**src/rtl/dfrm_pkg.sv**
```systemverilog
// Package of the deframer: constants, register indexes, types and helpers.
package dfrm_pkg;

    localparam int MAX_MARK_BYTES = 4;
    localparam int MARK_LIMIT     = (MAX_MARK_BYTES < 4) ? MAX_MARK_BYTES : 4;

    localparam int BYTE_W   = 8;
    localparam int LEN_W    = 3;
    localparam int PAT_W    = 32;
    localparam int COUNT_W  = 8;
    localparam int PAT_BYTES = PAT_W / BYTE_W;
    localparam int BSEL_W   = $clog2(PAT_BYTES);
    localparam int CFG_IDX_W = 2;

    localparam logic [COUNT_W-1:0] COUNT_MAX = {COUNT_W{1'b1}};

    localparam logic [LEN_W-1:0] HEADER_LENGTH_RST  = 3'd2;
    localparam logic [PAT_W-1:0] HEADER_PATTERN_RST = 32'h0000_0000;
    localparam logic [LEN_W-1:0] FOOTER_LENGTH_RST  = 3'd2;
    localparam logic [PAT_W-1:0] FOOTER_PATTERN_RST = 32'h0000_0A0A;

    typedef enum logic [CFG_IDX_W-1:0] {
        CFG_HEADER_LENGTH  = 2'd0,
        CFG_HEADER_PATTERN = 2'd1,
        CFG_FOOTER_LENGTH  = 2'd2,
        CFG_FOOTER_PATTERN = 2'd3
    } t_cfg_idx;

    // Register values as the datapath sees them, lengths already clamped.
    typedef struct packed {
        logic [LEN_W-1:0] header_length;
        logic [PAT_W-1:0] header_pattern;
        logic [LEN_W-1:0] footer_length;
        logic [PAT_W-1:0] footer_pattern;
    } t_cfg;

    typedef struct packed {
        logic [BYTE_W-1:0] body_byte;
        logic              first_of_packet;
        logic              last_of_packet;
    } t_result;

    function automatic logic [LEN_W-1:0] clamp_len(input logic [LEN_W-1:0] len);
        logic [LEN_W-1:0] lim;
        lim = LEN_W'(MARK_LIMIT);
        return (len > lim) ? lim : len;
    endfunction

endpackage

```
**src/rtl/dfrm_cfg_regs.sv**
```systemverilog
// Configuration register file of the deframer with length clamping.
module dfrm_cfg_regs
    import dfrm_pkg::*;
(
    input  logic                 i_clk,
    input  logic                 i_rst_n,
    input  logic                 i_cfg_valid,
    input  logic [CFG_IDX_W-1:0] i_cfg_index,
    input  logic [PAT_W-1:0]     i_cfg_data,
    output t_cfg                 o_cfg
);

    logic [LEN_W-1:0] r_header_length;
    logic [PAT_W-1:0] r_header_pattern;
    logic [LEN_W-1:0] r_footer_length;
    logic [PAT_W-1:0] r_footer_pattern;

    always_ff @(posedge i_clk) begin
        if (!i_rst_n) begin
            r_header_length  <= HEADER_LENGTH_RST;
            r_header_pattern <= HEADER_PATTERN_RST;
            r_footer_length  <= FOOTER_LENGTH_RST;
            r_footer_pattern <= FOOTER_PATTERN_RST;
        end else if (i_cfg_valid) begin
            unique case (t_cfg_idx'(i_cfg_index))
                CFG_HEADER_LENGTH:  r_header_length  <= i_cfg_data[LEN_W-1:0];
                CFG_HEADER_PATTERN: r_header_pattern <= i_cfg_data;
                CFG_FOOTER_LENGTH:  r_footer_length  <= i_cfg_data[LEN_W-1:0];
                CFG_FOOTER_PATTERN: r_footer_pattern <= i_cfg_data;
                default: ;
            endcase
        end
    end

    // Lengths beyond the supported mark size behave as the limit.
    always_comb begin
        o_cfg.header_length  = clamp_len(r_header_length);
        o_cfg.header_pattern = r_header_pattern;
        o_cfg.footer_length  = clamp_len(r_footer_length);
        o_cfg.footer_pattern = r_footer_pattern;
    end

endmodule

```
**src/rtl/dfrm_step.sv**
```systemverilog
// Packet state of the deframer and the per-byte header and footer logic.
module dfrm_step
    import dfrm_pkg::*;
(
    input  logic              i_clk,
    input  logic              i_rst_n,
    input  logic              i_go,
    input  logic [BYTE_W-1:0] i_byte,
    input  t_cfg              i_cfg,
    output logic              o_res_valid,
    output t_result           o_res
);

    logic [COUNT_W-1:0] r_pkt_count;
    logic [PAT_W-1:0]   r_recent;
    logic [COUNT_W-1:0] n_pkt_count;
    logic [PAT_W-1:0]   n_recent;

    logic               hunting;
    logic [BYTE_W-1:0]  want_byte;
    logic [COUNT_W-1:0] body_count;
    logic [PAT_W-1:0]   shifted;
    logic               footer_hit;
    logic [LEN_W-1:0]   back_full;
    logic [BSEL_W-1:0]  back_sel;
    logic               is_last;

    assign hunting   = r_pkt_count < COUNT_W'(i_cfg.header_length);
    assign want_byte = i_cfg.header_pattern[{r_pkt_count[BSEL_W-1:0], 3'b000} +: BYTE_W];
    assign shifted   = {r_recent[PAT_W-BYTE_W-1:0], i_byte};
    assign body_count = (r_pkt_count == COUNT_MAX) ? r_pkt_count
                                                   : r_pkt_count + COUNT_W'(1);

    // Footer byte k is compared with the byte that lies footer_length-1-k
    // positions back from the newest one.
    always_comb begin
        footer_hit = 1'b1;
        back_full  = '0;
        back_sel   = '0;
        for (int k = 0; k < PAT_BYTES; k++) begin
            if (LEN_W'(k) < i_cfg.footer_length) begin
                back_full = i_cfg.footer_length - LEN_W'(k) - LEN_W'(1);
                back_sel  = back_full[BSEL_W-1:0];
                if (shifted[{back_sel, 3'b000} +: BYTE_W] != i_cfg.footer_pattern[k*BYTE_W +: BYTE_W])
                begin
                    footer_hit = 1'b0;
                end
            end
        end
    end

    assign is_last = (body_count >= COUNT_W'(i_cfg.footer_length)) && footer_hit;

    always_comb begin
        n_pkt_count = r_pkt_count;
        n_recent    = r_recent;
        o_res_valid = 1'b0;
        o_res.body_byte       = i_byte;
        o_res.first_of_packet = (r_pkt_count == COUNT_W'(i_cfg.header_length));
        o_res.last_of_packet  = is_last;
        if (i_go) begin
            if (hunting) begin
                if (i_byte == want_byte) begin
                    n_pkt_count = r_pkt_count + COUNT_W'(1);
                    n_recent    = shifted;
                end else begin
                    n_pkt_count = '0;
                    n_recent    = '0;
                end
            end else begin
                o_res_valid = 1'b1;
                if (is_last) begin
                    n_pkt_count = '0;
                    n_recent    = '0;
                end else begin
                    n_pkt_count = body_count;
                    n_recent    = shifted;
                end
            end
        end
    end

    always_ff @(posedge i_clk) begin
        if (!i_rst_n) begin
            r_pkt_count <= '0;
            r_recent    <= '0;
        end else begin
            r_pkt_count <= n_pkt_count;
            r_recent    <= n_recent;
        end
    end

endmodule

```
**src/rtl/header_footer_byte_deframer_unit.sv**
```systemverilog
// Top level of the header/footer byte deframer.
// Path: a body byte accepted into the input register is processed and written into the
// result register once that register is free, and is offered from there.
// Throughput: one byte per cycle while the result channel does not stall.
// Reset: synchronous active-low reset empties both registers, restores the
// configuration defaults and puts the block into header hunting.
module header_footer_byte_deframer_unit
    import dfrm_pkg::*;
(
    input  logic                 i_clk,
    input  logic                 i_rst_n,
    // Byte input channel.
    input  logic                 i_in_valid,
    output logic                 o_in_stall,
    input  logic [BYTE_W-1:0]    i_rx_byte,
    // Result channel.
    output logic                 o_out_valid,
    input  logic                 i_out_stall,
    output logic [BYTE_W-1:0]    o_body_byte,
    output logic                 o_first_of_packet,
    output logic                 o_last_of_packet,
    // Configuration write channel.
    input  logic                 i_cfg_valid,
    output logic                 o_cfg_ready,
    input  logic [CFG_IDX_W-1:0] i_cfg_index,
    input  logic [PAT_W-1:0]     i_cfg_data
);

    t_cfg              cfg;
    t_result           step_res;
    logic              step_valid;

    logic              r_in_valid;
    logic [BYTE_W-1:0] r_in_byte;
    logic              r_out_valid;
    t_result           r_out;

    logic              out_free;
    logic              proc_go;

    // Registers are written whenever a transaction is offered; the user must keep the
    // block idle whenever configuration changes; the block does not enforce it, no hold-off.
    assign o_cfg_ready = 1'b1;

    dfrm_cfg_regs u_cfg_regs (
        .i_clk       (i_clk),
        .i_rst_n     (i_rst_n),
        .i_cfg_valid (i_cfg_valid),
        .i_cfg_index (i_cfg_index),
        .i_cfg_data  (i_cfg_data),
        .o_cfg       (cfg)
    );

    // The result register can take a new value when it is empty or when its
    // current transaction completes in this cycle. The byte held in the input
    // register is processed exactly then, whether or not it yields a result,
    // so a header byte also waits while a stalled result holds the register.
    assign out_free   = !r_out_valid || !i_out_stall;
    assign proc_go    = r_in_valid && out_free;
    assign o_in_stall = r_in_valid && !out_free;

    always_ff @(posedge i_clk) begin
        if (!i_rst_n) begin
            r_in_valid <= 1'b0;
        end else if (!o_in_stall) begin
            r_in_valid <= i_in_valid;
        end
        if (i_in_valid && !o_in_stall) begin
            r_in_byte <= i_rx_byte;
        end
    end

    // Header hunting, footer compare and packet state update all happen in
    // the cycle the byte leaves the input register.
    dfrm_step u_step (
        .i_clk       (i_clk),
        .i_rst_n     (i_rst_n),
        .i_go        (proc_go),
        .i_byte      (r_in_byte),
        .i_cfg       (cfg),
        .o_res_valid (step_valid),
        .o_res       (step_res)
    );

    always_ff @(posedge i_clk) begin
        if (!i_rst_n) begin
            r_out_valid <= 1'b0;
        end else if (proc_go) begin
            r_out_valid <= step_valid;
        end else if (!i_out_stall) begin
            r_out_valid <= 1'b0;
        end
        if (proc_go && step_valid) begin
            r_out <= step_res;
        end
    end

    assign o_out_valid       = r_out_valid;
    assign o_body_byte       = r_out.body_byte;
    assign o_first_of_packet = r_out.first_of_packet;
    assign o_last_of_packet  = r_out.last_of_packet;

endmodule

```
**config.mk**
```make
export PLATFORM = sky130hd
export DESIGN_NAME = header_footer_byte_deframer_unit
export DESIGN_NICKNAME = d
export VERILOG_FILES = /design/src/rtl/dfrm_pkg.sv /design/src/rtl/dfrm_cfg_regs.sv /design/src/rtl/dfrm_step.sv /design/src/rtl/header_footer_byte_deframer_unit.sv
export SDC_FILE = /design/constraint.sdc
export NUM_CORES = 1
export LEC_CHECK = 0
export ABC_AREA = 1
export BUFFER_PORTS_ARGS = -buffer_cell sky130_fd_sc_hd__buf_2
export CAP_MARGIN = 5
export CELL_PAD_IN_SITES_DETAIL_PLACEMENT = 1
export CELL_PAD_IN_SITES_GLOBAL_PLACEMENT = 2
export CORE_ASPECT_RATIO = 0.75
export CORE_MARGIN = 3
export CORE_UTILIZATION = 32
export CTS_CLUSTER_DIAMETER = 100
export CTS_CLUSTER_SIZE = 16
export DETAILED_ROUTE_END_ITERATION = 6
export PLACE_DENSITY_LB_ADDON = 0.25
export REMOVE_ABC_BUFFERS = 1
export SYNTH_ARGS = -nofsm -noshare
export SYNTH_HDL_FRONTEND = slang
export SYNTH_HIERARCHICAL = 1
export SYNTH_SLANG_ARGS = --single-unit
export TNS_END_PERCENT = 50
```
**constraint.sdc**
```tcl
create_clock -name i_clk -period 3.4 [get_ports i_clk]
set_input_delay 0.51 -clock i_clk [delete_from_list [all_inputs] [get_ports i_clk]]
set_output_delay 0.51 -clock i_clk [all_outputs]
set_load 0.05 [all_outputs]
```
==> flow_metrics.py <==
metrics = {
    "final_layout": {
        "final_common_cell": "nand2_1",
        "finalNetCount": 1269,
        "stdcell_count": 1522,
        "n_antenna_cell": 0,
        "final_util_pct": 37.4,
        "finalInstanceArea_sq_um": 8320,
        "layout_common_cells": "480 x nand2_1, 150 x nor2_1, 123 x inv_1, 104 x dfxtp_1, 92 x nand3_1",
        "synthToLayoutAreaGrowth_pct": 14.2,
        "drive_gt1_share_pct": 10.1,
    },
    "setup_path": {
        "cp-startpoint": "u_step/r_pkt_count[3]",
        "cp_common_cell": "nand2_1",
        "path_max_fanout": 24,
        "startpoint_type": "flip-flop",
        "cp_cell_sequence": "nand3_1, nor2_4, inv_1, o21ai_0, ha_1, o21ai_0, nand2_1, a21oi_1, nand4_1, nor2_1, nand3_1, nand2_1, inv_1, nand3_4, nand2_1, a21oi_1",
        "critPathCaptureType": "flip-flop",
        "cp.buffers_inverters": 2,
        "r2r_start": "u_step/r_pkt_count[3]",
        "worst_path_dominant_cell_family": "simple AND/OR/NAND/NOR gates",
        "cp_data_arrival_time_ns": 3.29,
        "critPathKind": "reg -> reg",
        "max_stage_delay_ns": 0.47,
        "required_ns": 3.74,
        "cp_slowest_cell": "dfxtp_1",
    },
    "die": {
        "dieArea_sq_um": 24600,
        "die_w_um": 180,
        "rows": 47,
        "start_util_pct": 32.8,
        "die_h_um": 137,
        "io_pins": 60,
        "core-area_sq_um": 22200,
    },
    "yosys": {
        "avgSynthCellArea_sq_um": 6.13,
        "synthCells": 1188,
        "synth-seq-cells": 122,
        "synth_cell_types": 31,
        "synthFlopType": "dfxtp_1",
        "synthArstFlopShare_pct": 0,
        "synth_edf_count": 18,
        "synth_area_leaders": "dfxtp_1 29%, nand2_1 25%, nor2_1 7.9%",
        "syn-cell-area_sq_um": 7290,
        "seq_area_frac_synth_pct": 36.0,
        "yosysTopAreaCell": "dfxtp_1",
        "synth_warnings": 6,
        "synth_top_area_share_pct": 28.6,
    },
    "timing": {
        "setup_viol": 0,
        "slew_viol_final": 0,
        "worst_pin_slew_ns": 0.796,
        "fin_skew_ns": 0.0115,
        "period_minus_slack_ns": 2.95,
        "layout_setup_ws_ns": 0.455,
        "final_hold_viol_count": 0,
        "period_share_pct": 86.6,
        "fmax_ghz": 0.340,
        "rsz0062_at_grt": "false",
        "max_slew_margin_pct": 46.8,
    },
    "place": {
        "dpl_worst_slack_ns": 0.279,
        "gp_congestion": 0.818,
        "dp_cells": 1490,
        "post_dp_cell_area_sq_um": 7710,
        "hpwlAfterDp_um": 16800,
        "io_buffers": 58,
    },
    "flow_run": {
        "drv_cap": 0,
    },
    "global_routing": {
        "grt_max_degree": 65,
        "antenna_found_initial": 0,
        "grt_pass1_vias": 6816,
        "grt_overflow_total": 0,
        "grt_util_all_layers_pct": 19.2,
        "grt_pass1_wl_um": 37200,
    },
    "clock_tree": {
        "cts-root-to-sink-buffers": 2,
        "cts.sinks": 122,
        "numCtsBuffers": 17,
        "clk_latency_ns": 0.43,
        "clk_pin_slew_ns": 0.06,
        "htreeDepth": 4,
        "ctsHoldBuffers": 0,
        "clock-root-buffer": "clkbuf_16",
        "cts_tree": "done",
    },
    "routing": {
        "num_vias": 7115,
        "routed_via_density": 4.67,
        "drtIter0Drc": 411,
        "routed_wl_um": 23100,
        "antenna_left": 0,
        "first_pass_iters": 5,
        "wire_per_inst_um": 15.1,
        "drc": 0,
    },
    "worst_hold_path": {
        "hp-start": "i_rx_byte[6]",
        "worstHoldPathType": "in -> reg",
    },
    "pwr": {
        "p_per_area_nw_per_um2": 495,
        "peakVddDrop_v": 0.000347,
        "totalPowerFinal_mw": 4.12,
        "p_leak_nw": 4.06,
    },
    "outcome": {
        "status": "finished clean",
    },
}
==> metal layers <==
layer	vias up	GRT usage [%]	part of all wire, %
met5	-	0	0
met4	0	5.11	0.96
met3	12	3.99	4.5
met2	134	25.8	37
met1	3282	30.5	57
li1	3687	-	-
==> state kept, by name (all words and copies together) (netlist names) <==
name and flops:
o_body_byte 8, o_first_of_packet 1, o_last_of_packet 1, o_out_valid 1, r_in_byte 8, r_in_valid 1, u_cfg_regs/r_footer_length 3, u_cfg_regs/r_footer_pattern 32
u_cfg_regs/r_header_length 3, u_cfg_regs/r_header_pattern 32, u_step/r_pkt_count 8, u_step/r_recent 24
==> Yosys cell counts, types with 2 or more instances <==
| library cell | count |
|---|---|
| inv_2 | 4 |
| nor3_1 | 4 |
| nand4_1 | 9 |
| nand3_1 | 92 |
| ha_1 | 7 |
| dfxtp_1 | 104 |
| or2_2 | 2 |
| nand2_1 | 480 |
| xor2_1 | 13 |
| nand3b_1 | 14 |
| nand2_2 | 3 |
| clkbuf_1 | 21 |
| edfxtp_1 | 18 |
| o21ai_0 | 18 |
| buf_6 | 7 |
| buf_2 | 25 |
| inv_1 | 123 |
| nand3_4 | 2 |
| nand2_4 | 2 |
| buf_4 | 14 |
| nor2_1 | 153 |
| a21oi_1 | 61 |
| xnor2_1 | 4 |
==> cell families (layout without fill, tap and decap cells) <==
family / count (synthesis) / after routing / synth area share (%)
XOR/XNOR: 17 / 17 / 2.04
other: 1 / 1 / 0.0515
adder cells (fa/ha/maj): 7 / 7 / 1.20
AO/OA/AOI/OAI: 81 / 81 / 5.60
flip-flops: 122 / 122 / 36.0
buffers and inverters: 196 / 236 / 12.0
AND/OR/NAND/NOR: 764 / 764 / 43.1
==> through the flow <==
stage / hold WS (ns) / setup TNS, ns
2_1_floorplan: 0.429 / -7.27
3_3_place_gp: 0.441 / 0
3_5_place_dp: 0.453 / 0
4_1_cts: 0.236 / 0
5_1_grt: 0.236 / 0
6_report: 0.257 / 0
==> power by group <==
group          internal [mW]  switching (mW)  total (mW)
combinational          0.219           0.447       0.666
sequential              1.53          0.0661        1.60
clock                   1.19           0.662        1.86
total                   2.95            1.18        4.12
==> what timing repair did <==
action / 4_1_cts / 5_1_grt
setup endpoints to repair: 0 / 33
resized for setup: 0 / 2
setup buffers: 0 / 0
==> path summary, 6_finish.rpt <==
kind | to | slack (ns) | depth (start not counted)
max | u_step/r_recent[23] | 0.45 | 16
min | r_in_byte[6] | 0.26 | 1
max reg2reg | u_step/r_recent[23] | 0.45 | 16
min reg2reg | u_cfg_regs/r_footer_length[1] | 0.46 | 2
==> area by class of cell <==
| class | instances | area (sq um) |
|---|---|---|
| flip-flops and latches | 122 | 2620 |
| well taps | 294 | 368 |
| clock buffers | 25 | 517 |
| repair buffers | 75 | 430 |
| clock inverters | 7 | 85.1 |
| fillers | 2931 | 13900 |
| multi-input cells | 870 | 3810 |
| inverters | 129 | 487 |
Note: power is estimated with default switching activity, not from simulation.
